**src/sv/gpc_pkg.sv**
```systemverilog
`default_nettype none

package gpc_pkg;

    localparam logic [7:0] BYTE_MAX   = 8'hFF;
    localparam logic [7:0] ROUND_BIAS = 8'd127;

    localparam int unsigned CFG_IDX_W = 3;

    localparam logic [CFG_IDX_W-1:0] REG_TINT_BLUE    = 3'd0;
    localparam logic [CFG_IDX_W-1:0] REG_TINT_GREEN   = 3'd1;
    localparam logic [CFG_IDX_W-1:0] REG_TINT_RED     = 3'd2;
    localparam logic [CFG_IDX_W-1:0] REG_TINT_OPACITY = 3'd3;
    localparam logic [CFG_IDX_W-1:0] REG_INVERT_COV   = 3'd4;

    localparam int unsigned LANES = 4;

    typedef struct packed {
        logic [7:0] tint_blue;
        logic [7:0] tint_green;
        logic [7:0] tint_red;
        logic [7:0] tint_opacity;
        logic       invert_coverage;
    } gpc_cfg_t;

    // Load strobes for the two lane stages.
    typedef struct packed {
        logic ld1;
        logic ld2;
    } gpc_adv_t;

    // Rounded byte product (a*b + 127) / 255, division done as add-and-shift.
    // Exact for quotients up to 256, and the product here stays below that.
    function automatic logic [7:0] mul8(input logic [7:0] a, input logic [7:0] b);
        logic [15:0] p;
        logic [16:0] t;
        logic [17:0] u;
        begin
            p = 16'(a) * 16'(b);
            t = 17'(p) + 17'(ROUND_BIAS);
            u = 18'(t) + 18'(t >> 8) + 18'd1;
            return u[15:8];
        end
    endfunction

endpackage

`default_nettype wire

```
**src/sv/gpc_if.sv**
```systemverilog
`default_nettype none

interface gpc_in_if;
    logic       valid;
    logic       ready;
    logic [7:0] src_blue;
    logic [7:0] src_green;
    logic [7:0] src_red;
    logic [7:0] src_alpha;
    logic [7:0] dst_blue;
    logic [7:0] dst_green;
    logic [7:0] dst_red;
    logic [7:0] dst_alpha;
    logic       colored_glyph;
    logic       row_end_in;

    modport source (
        output valid, src_blue, src_green, src_red, src_alpha,
               dst_blue, dst_green, dst_red, dst_alpha, colored_glyph, row_end_in,
        input  ready
    );
    modport sink (
        input  valid, src_blue, src_green, src_red, src_alpha,
               dst_blue, dst_green, dst_red, dst_alpha, colored_glyph, row_end_in,
        output ready
    );
endinterface

interface gpc_out_if;
    logic       valid;
    logic       ready;
    logic [7:0] out_blue;
    logic [7:0] out_green;
    logic [7:0] out_red;
    logic [7:0] out_alpha;
    logic       row_end_out;

    modport source (
        output valid, out_blue, out_green, out_red, out_alpha, row_end_out,
        input  ready
    );
    modport sink (
        input  valid, out_blue, out_green, out_red, out_alpha, row_end_out,
        output ready
    );
endinterface

`default_nettype wire

```
**src/sv/gpc_cfg.sv**
```systemverilog
`default_nettype none

module gpc_cfg (
    input  wire logic                           clk,
    input  wire logic                           rst_n,
    input  wire logic                           wr_en,
    input  wire logic [gpc_pkg::CFG_IDX_W-1:0]  wr_index,
    input  wire logic [7:0]                     wr_data,
    output gpc_pkg::gpc_cfg_t                   cfg
);
    import gpc_pkg::*;

    gpc_cfg_t cfg_reg;
    gpc_cfg_t cfg_next;

    always_comb
    begin
        cfg_next = cfg_reg;
        if (wr_en)
        begin
            case (wr_index)
                REG_TINT_BLUE:    cfg_next.tint_blue       = wr_data;
                REG_TINT_GREEN:   cfg_next.tint_green      = wr_data;
                REG_TINT_RED:     cfg_next.tint_red        = wr_data;
                REG_TINT_OPACITY: cfg_next.tint_opacity    = wr_data;
                REG_INVERT_COV:   cfg_next.invert_coverage = wr_data[0];
                default:          cfg_next = cfg_reg;
            endcase
        end
    end

    always_ff @(posedge clk or negedge rst_n)
    begin
        if (!rst_n)
        begin
            cfg_reg.tint_blue       <= 8'd0;
            cfg_reg.tint_green      <= 8'd0;
            cfg_reg.tint_red        <= 8'd0;
            cfg_reg.tint_opacity    <= BYTE_MAX;
            cfg_reg.invert_coverage <= 1'b0;
        end
        else
        begin
            cfg_reg <= cfg_next;
        end
    end

    assign cfg = cfg_reg;

endmodule

`default_nettype wire

```
**src/sv/gpc_lane.sv**
```systemverilog
`default_nettype none

// One channel of the blend. Stage 1 forms the coverage (or scaled source),
// stage 2 forms the source term and the destination term.
module gpc_lane (
    input  wire logic               clk,
    input  gpc_pkg::gpc_adv_t       adv,
    input  wire logic [7:0]         src,
    input  wire logic [7:0]         dst,
    input  wire logic               colored,
    input  wire logic               invert,
    input  wire logic [7:0]         opacity,
    input  wire logic [7:0]         tint,
    input  wire logic [7:0]         sa_shared,
    output logic [7:0]              cov,
    output logic [7:0]              s_term,
    output logic [7:0]              d_term
);
    import gpc_pkg::*;

    logic [7:0] cov_reg;
    logic [7:0] dst_reg;
    logic       col_reg;
    logic [7:0] s_reg;
    logic [7:0] m_reg;
    logic [7:0] g;
    logic [7:0] sa_eff;

    assign g      = (!colored && invert) ? ~src : src;
    assign sa_eff = col_reg ? sa_shared : cov_reg;

    always_ff @(posedge clk)
    begin
        if (adv.ld1)
        begin
            cov_reg <= mul8(g, opacity);
            dst_reg <= dst;
            col_reg <= colored;
        end
        if (adv.ld2)
        begin
            s_reg <= col_reg ? cov_reg : mul8(tint, cov_reg);
            m_reg <= mul8(dst_reg, BYTE_MAX - sa_eff);
        end
    end

    assign cov    = cov_reg;
    assign s_term = s_reg;
    assign d_term = m_reg;

endmodule

`default_nettype wire

```
**src/sv/gpc_merge.sv**
```systemverilog
`default_nettype none

// Saturating sum of each lane's terms into the output register.
module gpc_merge (
    input  wire logic       clk,
    input  wire logic       ld,
    input  wire logic [7:0] s_term [gpc_pkg::LANES],
    input  wire logic [7:0] d_term [gpc_pkg::LANES],
    input  wire logic       row_end,
    output logic [7:0]      px_reg [gpc_pkg::LANES],
    output logic            row_end_reg
);
    import gpc_pkg::*;

    logic [8:0] sum  [LANES];
    logic [7:0] sat  [LANES];

    always_comb
    begin
        for (int i = 0; i < LANES; i++)
        begin
            sum[i] = {1'b0, s_term[i]} + {1'b0, d_term[i]};
            sat[i] = sum[i][8] ? BYTE_MAX : sum[i][7:0];
        end
    end

    always_ff @(posedge clk)
    begin
        if (ld)
        begin
            px_reg      <= sat;
            row_end_reg <= row_end;
        end
    end

endmodule

`default_nettype wire

```
**src/sv/glyph_pixel_compositor.sv**
```systemverilog
`default_nettype none

// Glyph pixel compositor: blends one glyph pixel onto one premultiplied
// destination pixel with source-over, one beat in, one beat out.
//
// pixel   : input beats (glyph bytes, destination bytes, glyph kind, row end).
// blended : result beats; row_end_out copies the row end of the same beat.
// wr_*    : register writes, taken at any edge with wr_en high; write only
//           while no beat is in flight.
//
// Four lanes (blue, green, red, alpha) run a three-stage pipeline: coverage
// product, source and destination products, saturating add into the output
// register. An accepted beat passes through these stages in order.
// Throughput is one beat per clock while blended.ready is high; each stage
// takes a new beat as soon as the one ahead moves on, so a stalled output only
// backs up as far as needed. Reset empties the pipeline and loads tints 0,
// opacity 255, no inversion. While blended.ready is low the output beat
// holds and the earlier stages fill, then pixel.ready drops.
module glyph_pixel_compositor (
    input  wire logic                           clk,
    input  wire logic                           rst_n,
    gpc_in_if.sink                              pixel,
    gpc_out_if.source                           blended,
    input  wire logic                           wr_en,
    input  wire logic [gpc_pkg::CFG_IDX_W-1:0]  wr_index,
    input  wire logic [7:0]                     wr_data
);
    import gpc_pkg::*;

    gpc_cfg_t   cfg;
    gpc_adv_t   adv;

    logic       v1_reg, v2_reg, v3_reg;
    logic       v1_next, v2_next, v3_next;
    logic       re1_reg, re2_reg;
    logic       rdy1, rdy2, rdy3;
    logic       ld3;

    logic [7:0] src   [LANES];
    logic [7:0] dst   [LANES];
    logic [7:0] tint  [LANES];
    logic [7:0] cov   [LANES];
    logic [7:0] s_term[LANES];
    logic [7:0] d_term[LANES];
    logic [7:0] px    [LANES];
    logic       row_end_q;

    gpc_cfg u_cfg (
        .clk      (clk),
        .rst_n    (rst_n),
        .wr_en    (wr_en),
        .wr_index (wr_index),
        .wr_data  (wr_data),
        .cfg      (cfg)
    );

    // Stage handshake: a stage is free when empty or when its beat moves on.
    assign rdy3    = !v3_reg || blended.ready;
    assign rdy2    = !v2_reg || rdy3;
    assign rdy1    = !v1_reg || rdy2;
    assign adv.ld1 = pixel.valid && rdy1;
    assign adv.ld2 = v1_reg && rdy2;
    assign ld3     = v2_reg && rdy3;

    assign v1_next = adv.ld1 || (v1_reg && !rdy2);
    assign v2_next = adv.ld2 || (v2_reg && !rdy3);
    assign v3_next = ld3 || (v3_reg && !blended.ready);

    always_ff @(posedge clk or negedge rst_n)
    begin
        if (!rst_n)
        begin
            v1_reg <= 1'b0;
            v2_reg <= 1'b0;
            v3_reg <= 1'b0;
        end
        else
        begin
            v1_reg <= v1_next;
            v2_reg <= v2_next;
            v3_reg <= v3_next;
        end
    end

    always_ff @(posedge clk)
    begin
        if (adv.ld1)
        begin
            re1_reg <= pixel.row_end_in;
        end
        if (adv.ld2)
        begin
            re2_reg <= re1_reg;
        end
    end

    assign src[0]  = pixel.src_blue;
    assign src[1]  = pixel.src_green;
    assign src[2]  = pixel.src_red;
    assign src[3]  = pixel.src_alpha;
    assign dst[0]  = pixel.dst_blue;
    assign dst[1]  = pixel.dst_green;
    assign dst[2]  = pixel.dst_red;
    assign dst[3]  = pixel.dst_alpha;
    assign tint[0] = cfg.tint_blue;
    assign tint[1] = cfg.tint_green;
    assign tint[2] = cfg.tint_red;
    assign tint[3] = BYTE_MAX;

    // Color lanes: a colored glyph takes its alpha from the alpha lane.
    for (genvar i = 0; i < LANES - 1; i++)
    begin : g_color
        gpc_lane u_lane (
            .clk       (clk),
            .adv       (adv),
            .src       (src[i]),
            .dst       (dst[i]),
            .colored   (pixel.colored_glyph),
            .invert    (cfg.invert_coverage),
            .opacity   (cfg.tint_opacity),
            .tint      (tint[i]),
            .sa_shared (cov[LANES-1]),
            .cov       (cov[i]),
            .s_term    (s_term[i]),
            .d_term    (d_term[i])
        );
    end

    // Alpha lane: same math in both glyph kinds, never inverted.
    gpc_lane u_alpha (
        .clk       (clk),
        .adv       (adv),
        .src       (src[LANES-1]),
        .dst       (dst[LANES-1]),
        .colored   (1'b1),
        .invert    (1'b0),
        .opacity   (cfg.tint_opacity),
        .tint      (tint[LANES-1]),
        .sa_shared (cov[LANES-1]),
        .cov       (cov[LANES-1]),
        .s_term    (s_term[LANES-1]),
        .d_term    (d_term[LANES-1])
    );

    gpc_merge u_merge (
        .clk         (clk),
        .ld          (ld3),
        .s_term      (s_term),
        .d_term      (d_term),
        .row_end     (re2_reg),
        .px_reg      (px),
        .row_end_reg (row_end_q)
    );

    assign pixel.ready         = rdy1;
    assign blended.valid       = v3_reg;
    assign blended.out_blue    = px[0];
    assign blended.out_green   = px[1];
    assign blended.out_red     = px[2];
    assign blended.out_alpha   = px[3];
    assign blended.row_end_out = row_end_q;

endmodule

`default_nettype wire
```
**src/flat_wrapper.sv**
```systemverilog
// flat-port wrapper written by rule: the top's interface ports become plain ports
module glyph_pixel_compositor_flat import gpc_pkg::*;
  (clk, rst_n, wr_en, wr_index, wr_data, pixel_valid, pixel_src_blue, pixel_src_green, pixel_src_red, pixel_src_alpha, pixel_dst_blue, pixel_dst_green, pixel_dst_red, pixel_dst_alpha, pixel_colored_glyph, pixel_row_end_in, pixel_ready, blended_valid, blended_out_blue, blended_out_green, blended_out_red, blended_out_alpha, blended_row_end_out, blended_ready);
  gpc_in_if pixel_i ();
  gpc_out_if blended_i ();
  input  wire logic clk;
  input  wire logic rst_n;
  input  wire logic wr_en;
  input  wire logic [gpc_pkg::CFG_IDX_W-1:0] wr_index;
  input  wire logic [7:0] wr_data;
  input wire logic [$bits(pixel_i.valid)-1:0] pixel_valid;
  input wire logic [$bits(pixel_i.src_blue)-1:0] pixel_src_blue;
  input wire logic [$bits(pixel_i.src_green)-1:0] pixel_src_green;
  input wire logic [$bits(pixel_i.src_red)-1:0] pixel_src_red;
  input wire logic [$bits(pixel_i.src_alpha)-1:0] pixel_src_alpha;
  input wire logic [$bits(pixel_i.dst_blue)-1:0] pixel_dst_blue;
  input wire logic [$bits(pixel_i.dst_green)-1:0] pixel_dst_green;
  input wire logic [$bits(pixel_i.dst_red)-1:0] pixel_dst_red;
  input wire logic [$bits(pixel_i.dst_alpha)-1:0] pixel_dst_alpha;
  input wire logic [$bits(pixel_i.colored_glyph)-1:0] pixel_colored_glyph;
  input wire logic [$bits(pixel_i.row_end_in)-1:0] pixel_row_end_in;
  output wire logic [$bits(pixel_i.ready)-1:0] pixel_ready;
  output wire logic [$bits(blended_i.valid)-1:0] blended_valid;
  output wire logic [$bits(blended_i.out_blue)-1:0] blended_out_blue;
  output wire logic [$bits(blended_i.out_green)-1:0] blended_out_green;
  output wire logic [$bits(blended_i.out_red)-1:0] blended_out_red;
  output wire logic [$bits(blended_i.out_alpha)-1:0] blended_out_alpha;
  output wire logic [$bits(blended_i.row_end_out)-1:0] blended_row_end_out;
  input wire logic [$bits(blended_i.ready)-1:0] blended_ready;
  assign pixel_i.valid = pixel_valid;
  assign pixel_i.src_blue = pixel_src_blue;
  assign pixel_i.src_green = pixel_src_green;
  assign pixel_i.src_red = pixel_src_red;
  assign pixel_i.src_alpha = pixel_src_alpha;
  assign pixel_i.dst_blue = pixel_dst_blue;
  assign pixel_i.dst_green = pixel_dst_green;
  assign pixel_i.dst_red = pixel_dst_red;
  assign pixel_i.dst_alpha = pixel_dst_alpha;
  assign pixel_i.colored_glyph = pixel_colored_glyph;
  assign pixel_i.row_end_in = pixel_row_end_in;
  assign pixel_ready = pixel_i.ready;
  assign blended_valid = blended_i.valid;
  assign blended_out_blue = blended_i.out_blue;
  assign blended_out_green = blended_i.out_green;
  assign blended_out_red = blended_i.out_red;
  assign blended_out_alpha = blended_i.out_alpha;
  assign blended_row_end_out = blended_i.row_end_out;
  assign blended_i.ready = blended_ready;
  glyph_pixel_compositor u_core (.clk(clk), .rst_n(rst_n), .pixel(pixel_i), .blended(blended_i), .wr_en(wr_en), .wr_index(wr_index), .wr_data(wr_data));
endmodule
```
**config.mk**
```make
export PLATFORM = sky130hd
export DESIGN_NAME = glyph_pixel_compositor_flat
export DESIGN_NICKNAME = d
export VERILOG_FILES = /design/src/sv/gpc_pkg.sv /design/src/sv/gpc_if.sv /design/src/sv/gpc_cfg.sv /design/src/sv/gpc_lane.sv /design/src/sv/gpc_merge.sv /design/src/sv/glyph_pixel_compositor.sv /design/src/flat_wrapper.sv
export SDC_FILE = /design/constraint.sdc
export NUM_CORES = 2
export LEC_CHECK = 0
export BUFFER_PORTS_ARGS = -buffer_cell sky130_fd_sc_hd__buf_4
export CORE_ASPECT_RATIO = 1.1
export CORE_MARGIN = 2
export CORE_UTILIZATION = 55
export CTS_BUF_LIST = sky130_fd_sc_hd__clkbuf_4 sky130_fd_sc_hd__clkbuf_8
export DETAILED_ROUTE_END_ITERATION = 6
export PLACE_DENSITY = 0.72
export SYNTH_ARGS = -nofsm -noshare
export SYNTH_HDL_FRONTEND = slang
export SYNTH_SLANG_ARGS = --single-unit
```
**constraint.sdc**
```tcl
create_clock -name clk -period 12.9 [get_ports clk]
set_input_delay 3.87 -clock clk [delete_from_list [all_inputs] [get_ports clk]]
set_output_delay 3.87 -clock clk [all_outputs]
set_load 0.02 [all_outputs]
```
[After elaboration in Yosys (flattened, before gate mapping)]
Cells that the tools add are included.
Word-level totals
  register bits: 200
  logic and storage cells: 126
  input bits: 82
Cells by class
  mux-type cells: 9
  add/subtract/negate cells: 41
  reductions and logical operators: 26
  bitwise gates (word level): 3
  multiply operators: 11
  equality and inequality tests: 4
Operators by type and width (number)
  $add 16x7->17 const B: 11
  $add 16x1->16 const B: 11
  $add 16x9->16: 11
  $mul 8x8->16: 11
  $mux 8: 9
  $add 8x8->9: 4
  $sub 8x8->8 const A: 4
  $not 8->8: 3
  $reduce_and 2->1: 5
  $logic_and 1x1->1: 7
  $logic_not 1->1: 7
  $eq 3x2->1 const B: 2
  $logic_or 1x1->1: 6
  $eq 3x1->1 const B: 1
  $eq 3x3->1 const B: 1
  $logic_not 3->1: 1

[Depth between registers and ports, before layout]
  depth after elaboration: 7
  gate-level depth with buffers: 30
  gate-level depth less buffers: 28

[Hierarchy]
Synthesis repeated with hierarchy kept, for this count alone.
Unflattened totals
  cells, all modules: 4582
  area, all modules: 42001.5 um^2
Modules (own cells, without submodules)
  gpc_lane (u_core.g_color[2].u_lane): instances 1, area each 9661.8 um^2, cells an instance 1079, seq. area each 991.0 um^2
  gpc_lane (u_core.g_color[1].u_lane): instances 1, area each 9587.9 um^2, cells an instance 1089, seq. area each 991.0 um^2
  gpc_lane (u_core.u_alpha): instances 1, area each 9520.4 um^2, cells an instance 1071, seq. area each 991.0 um^2
  gpc_lane (u_core.g_color[0].u_lane): instances 1, area each 9312.7 um^2, cells an instance 1042, seq. area each 991.0 um^2
  gpc_merge: instances 1, area each 2426.1 um^2, cells an instance 212, seq. area each 991.0 um^2
  gpc_cfg: instances 1, area each 1280.0 um^2, cells an instance 73, seq. area each 835.8 um^2
  glyph_pixel_compositor: instances 1, area each 212.7 um^2, cells an instance 16, seq. area each 135.1 um^2

[Worst setup path after synthesis]
OpenSTA, ideal clock, no wires.
  path type: input -> register
  start: input pixel_colored_glyph
  end: register u_core.g_color[0].u_lane.cov_reg[4] (data pin)
  setup time: 0.259 ns
  data arrival time: 10.375 ns
  cell stages on the path: 27
  buffers on the path: 2
  required time: 12.641 ns
  setup slack: 2.266 ns
  cells stage by stage: nand2b_1 clkbuf_1 clkbuf_1 xor2_1 nand2b_1 fa_1 inv_1 fa_1 fa_1 inv_1 fa_1 inv_1 ha_1 o21a_1 o31a_1 o41ai_4 or4b_2 nand4_1 ha_1 a21oi_1 nand3_1 a211oi_1 nor2_1 o31a_1 a221o_1 nand3_1 xnor2_1
Between the ends
  longest elaborated chain between the ends: 7
RTL lines
  start: declaration: line flat_wrapper.sv:20  | input wire logic [$bits(pixel_i.colored_glyph)-1:0] pixel_colored_glyph;
  $logic_not 1->1: line gpc_lane.sv:29  | assign g = (!colored && invert) ? ~src : src;
  $logic_and 1x1->1: line gpc_lane.sv:29
  $mux 8: line gpc_lane.sv:29
  $mul 8x8->16: line gpc_pkg.sv:39  | p = 16'(a) * 16'(b);
  $add 16x7->17: line gpc_pkg.sv:40  | t = 17'(p) + 17'(ROUND_BIAS);
  $add 16x9->16: line gpc_pkg.sv:41  | u = 18'(t) + 18'(t >> 8) + 18'd1;
  $add 16x1->16: line gpc_pkg.sv:41
  end signal: assignment: line gpc_lane.sv:36  | cov_reg <= mul8(g, opacity);
  end: declaration: line gpc_lane.sv:21  | logic [7:0] cov_reg;
Every way passes these cells.
A chain may end at the register's enable or synchronous reset.

[Final worst setup path]
Same ends and word-level chain as after synthesis.

==> run_results.csv <==
group,metric,value,unit
status,status,"finished clean",
drt,first_pass_iters,5,
critical_path,worst-setup-path-type,"in2reg",
finish,multi_input_area,0.0285,mm^2
clock_network,cts.sinks,200,
clock_network,cts_root_buf,"clkbuf_8",
yosys,ys.flop_type,"edfxtp_1",
clock_network,cts_tree,"yes",
finish,post-route-util,0.589,
finish,area_delta_synth_final,6.05,%
yosys,synth_edf_count,164,
drt,via_count,27400,
drt,detail-route-antenna-nets,0,
sta,max_slew_margin,0.273,
sta,rsz0062_at_grt,"false",
sta,finalCritPeriodShare,0.845,
yosys,ys_seq_area_frac,0.155,
yosys,netlist_area,0.0376,mm^2
finish,drive_gt1_frac,0.0585,
finish,fill_cells,6033,
sta,worst_pin_slew,1.09,ns
placed_design,io_buffers,116,
yosys,synthCells,4091,
clock_network,holdBufCountCts,0,
job,maxCapViolCount,0,
clock_network,clkTransAtPathRegs,0.12,ns
clock_network,clock_path_buffers,2,
grt,grt_pass1_wl,131000,um
die,die_area,0.0704,mm^2
drt,drc,0,
finish,design_area,0.0398,mm^2
sta,hold_viol_final,0,
grt,antenna_found_initial,4,
critical_path,crit_fanout,15,
critical_path,crit_arrival,11.22,ns
finish,seqCellArea,0.00584,mm^2
critical_path,cp-end-kind,"flop",
finish,largest_register_ffs,33,
die,start_util,0.555,
die,rows,100,
placed_design,postPlaceCellArea,0.0394,mm^2
clock_network,post_cts_buffers,0,
grt,grt_use_total,0.228,
clock_network,insertion_delay,0.55,ns
yosys,synth_cell_type_count,85,
die,ioPinCount,117,
sta,fin_skew,0.0228,ns
yosys,avgSynthCellArea,9.18,um^2
placed_design,hpwl,64200,um
placed_design,place.gp.congestion,0.884,
sta,post-route-min-period,10.90,ns
sta,slew_viol_final,0,
worst_hold_path,hold_path_class,"reg2reg",
sta,fmax,91.8,MHz
drt,routed_wl,78100,um
clock_network,ctsResizeCount,0,
drt,via_per_inst,5.38,
yosys,syn_nets,5174,
die,die_w,253,um
clock_network,cts_inserted_buffers,17,
grt,grt_pass1_vias,27200,
die,die_height,278,um
sta,fin_setup_tns,0,ns
drt,drt-wirelength-per-cell,15.3,um
yosys,synth_seq_cells,200,
die,core_area,0.0677,mm^2
critical_path,worstSetupStartpointType,"input pin",
yosys,ys_warn_count,0,
sta,finalSetupViolCount,0,
yosys,async_flop_share,0.180,
grt,gr-total-overflow,0,
drt,drt_iter0_markers,1068,
critical_path,cp.required,13.22,ns
clock_network,ctsHtreeMaxLevel,4,
finish,nNetsFinal,5243,
grt,grt_max_degree,67,
==> per-stage QoR <==
step / setup slack (ns) / hold slack [ns] / cells
3_3_place_gp: 1.62 / 0.403 / 5059
4_1_cts: 2.07 / 0.437 / 5091
5_1_grt: 1.52 / 0.439 / 5092
6_report: 2.00 / 0.432 / 5093
3_5_place_dp: 1.45 / 0.412 / 5059
2_1_floorplan: 2.27 / 0.400 / 4091
==> logic make-up (layout without fill, tap and decap cells) <==
| logic type | after synthesis | in the layout | synth area share |
|---|---|---|---|
| XOR/XNOR | 233 | 233 | 0.0543 |
| multiplexers | 61 | 61 | 0.0174 |
| AO/OA/AOI/OAI | 509 | 509 | 0.0916 |
| AND/OR/NAND/NOR | 1213 | 1213 | 0.167 |
| other | 0 | 2 | 0 |
| adder cells (fa/ha/maj) | 1001 | 1001 | 0.427 |
| buffers and inverters | 874 | 956 | 0.0875 |
| flip-flops | 200 | 200 | 0.155 |
==> layer usage <==
| layer | global-route usage | wire [um] |
|---|---|---|
| met5 | 0 | 13 |
| met4 | 0.0633 | 1550 |
| met3 | 0.0261 | 3530 |
| met2 | 0.396 | 38300 |
| met1 | 0.299 | 34700 |
==> worst paths after layout <==
path,to,depth (start not counted),start,slack (ns)
setup / recovery,u_core.g_color[0].u_lane.cov[4],27,pixel_colored_glyph,2.00
max in group asynchronous,u_core.u_cfg.cfg[3],1,rst_n,9.23
setup reg to reg,u_core.g_color[2].u_lane.d_term[7],27,u_core.g_color[0].u_lane.col_reg,3.96
hold reg to reg,u_core.u_merge.row_end_reg,0,u_core.re2_reg,0.43
hold / removal,u_core.u_merge.row_end_reg,0,u_core.re2_reg,0.43
min in group asynchronous,u_core.u_cfg.cfg[0],1,rst_n,3.28
==> cell usage after synthesis, types with 11 or more instances <==
cell type | number | share of area
nand2b_1 | 78 | 0.013
xor2_1 | 63 | 0.015
edfxtp_1 | 164 | 0.13
o21a_1 | 38 | 0.0076
dfrtp_1 | 28 | 0.019
fa_1 | 466 | 0.25
nor2b_1 | 115 | 0.019
nand4_1 | 14 | 0.0023
o21bai_1 | 23 | 0.0046
o211ai_1 | 17 | 0.0034
a21o_1 | 54 | 0.011
xnor2_1 | 170 | 0.040
o21ai_0 | 104 | 0.014
and3_1 | 17 | 0.0028
a211oi_1 | 20 | 0.0040
nand3_1 | 41 | 0.0055
clkbuf_1 | 77 | 0.0077
o31ai_1 | 15 | 0.0030
a31oi_1 | 12 | 0.0020
or2_2 | 11 | 0.0018
nand2_1 | 382 | 0.038
nor2_1 | 126 | 0.013
mux2i_1 | 27 | 0.0072
ha_1 | 535 | 0.18
inv_1 | 789 | 0.079
nor3_1 | 47 | 0.0063
a21oi_1 | 131 | 0.017
and2_1 | 335 | 0.056
mux2_2 | 34 | 0.010
==> layout by cell type, fill, tap and decap left out, drive strengths merged, types with 48 or more instances in the layout <==
cell    instances
inv           797
ha            535
fa            466
nand2         382
and2          335
xnor2         170
edfxtp        164
buf           134
a21oi         131
nor2          126
nor2b         116
o21ai         110
nand2b         78
xor2           63
a21o           54
nor3           48
==> area by class of cell <==
| cell class | count | share of cell area |
|---|---|---|
| Clock buffer | 17 | 0.00587 |
| Inverter | 790 | 0.0744 |
| Sequential cell | 200 | 0.146 |
| Timing Repair Buffer | 134 | 0.0253 |
| Antenna cell | 2 | 0.000126 |
| Clock inverter | 15 | 0.00443 |
| Multi-Input combinational cell | 3017 | 0.715 |
| Tap cell | 918 | 0.0288 |
==> critical path: stages <==
cell	delay (ns)
buf_4	0.11
nand2b_1	0.49
buf_4	0.38
xnor2_1	0.54
nand2_1	0.15
fa_1	0.52
inv_1	0.05
fa_1	0.50
fa_1	0.55
inv_1	0.05
fa_1	0.47
inv_1	0.04
ha_1	0.33
o21a_1	0.14
o31a_1	0.25
o41ai_4	0.14
or4b_2	0.62
nand4_1	0.20
ha_1	0.28
a21oi_1	0.19
nand3_1	0.09
a211oi_1	0.39
nor2_1	0.08
o31a_1	0.26
a221o_1	0.34
nand3_1	0.11
xnor2_1	0.06
Power is not shown: default switching activity piles up to over one toggle a cycle in this logic, so the estimate is an artifact.
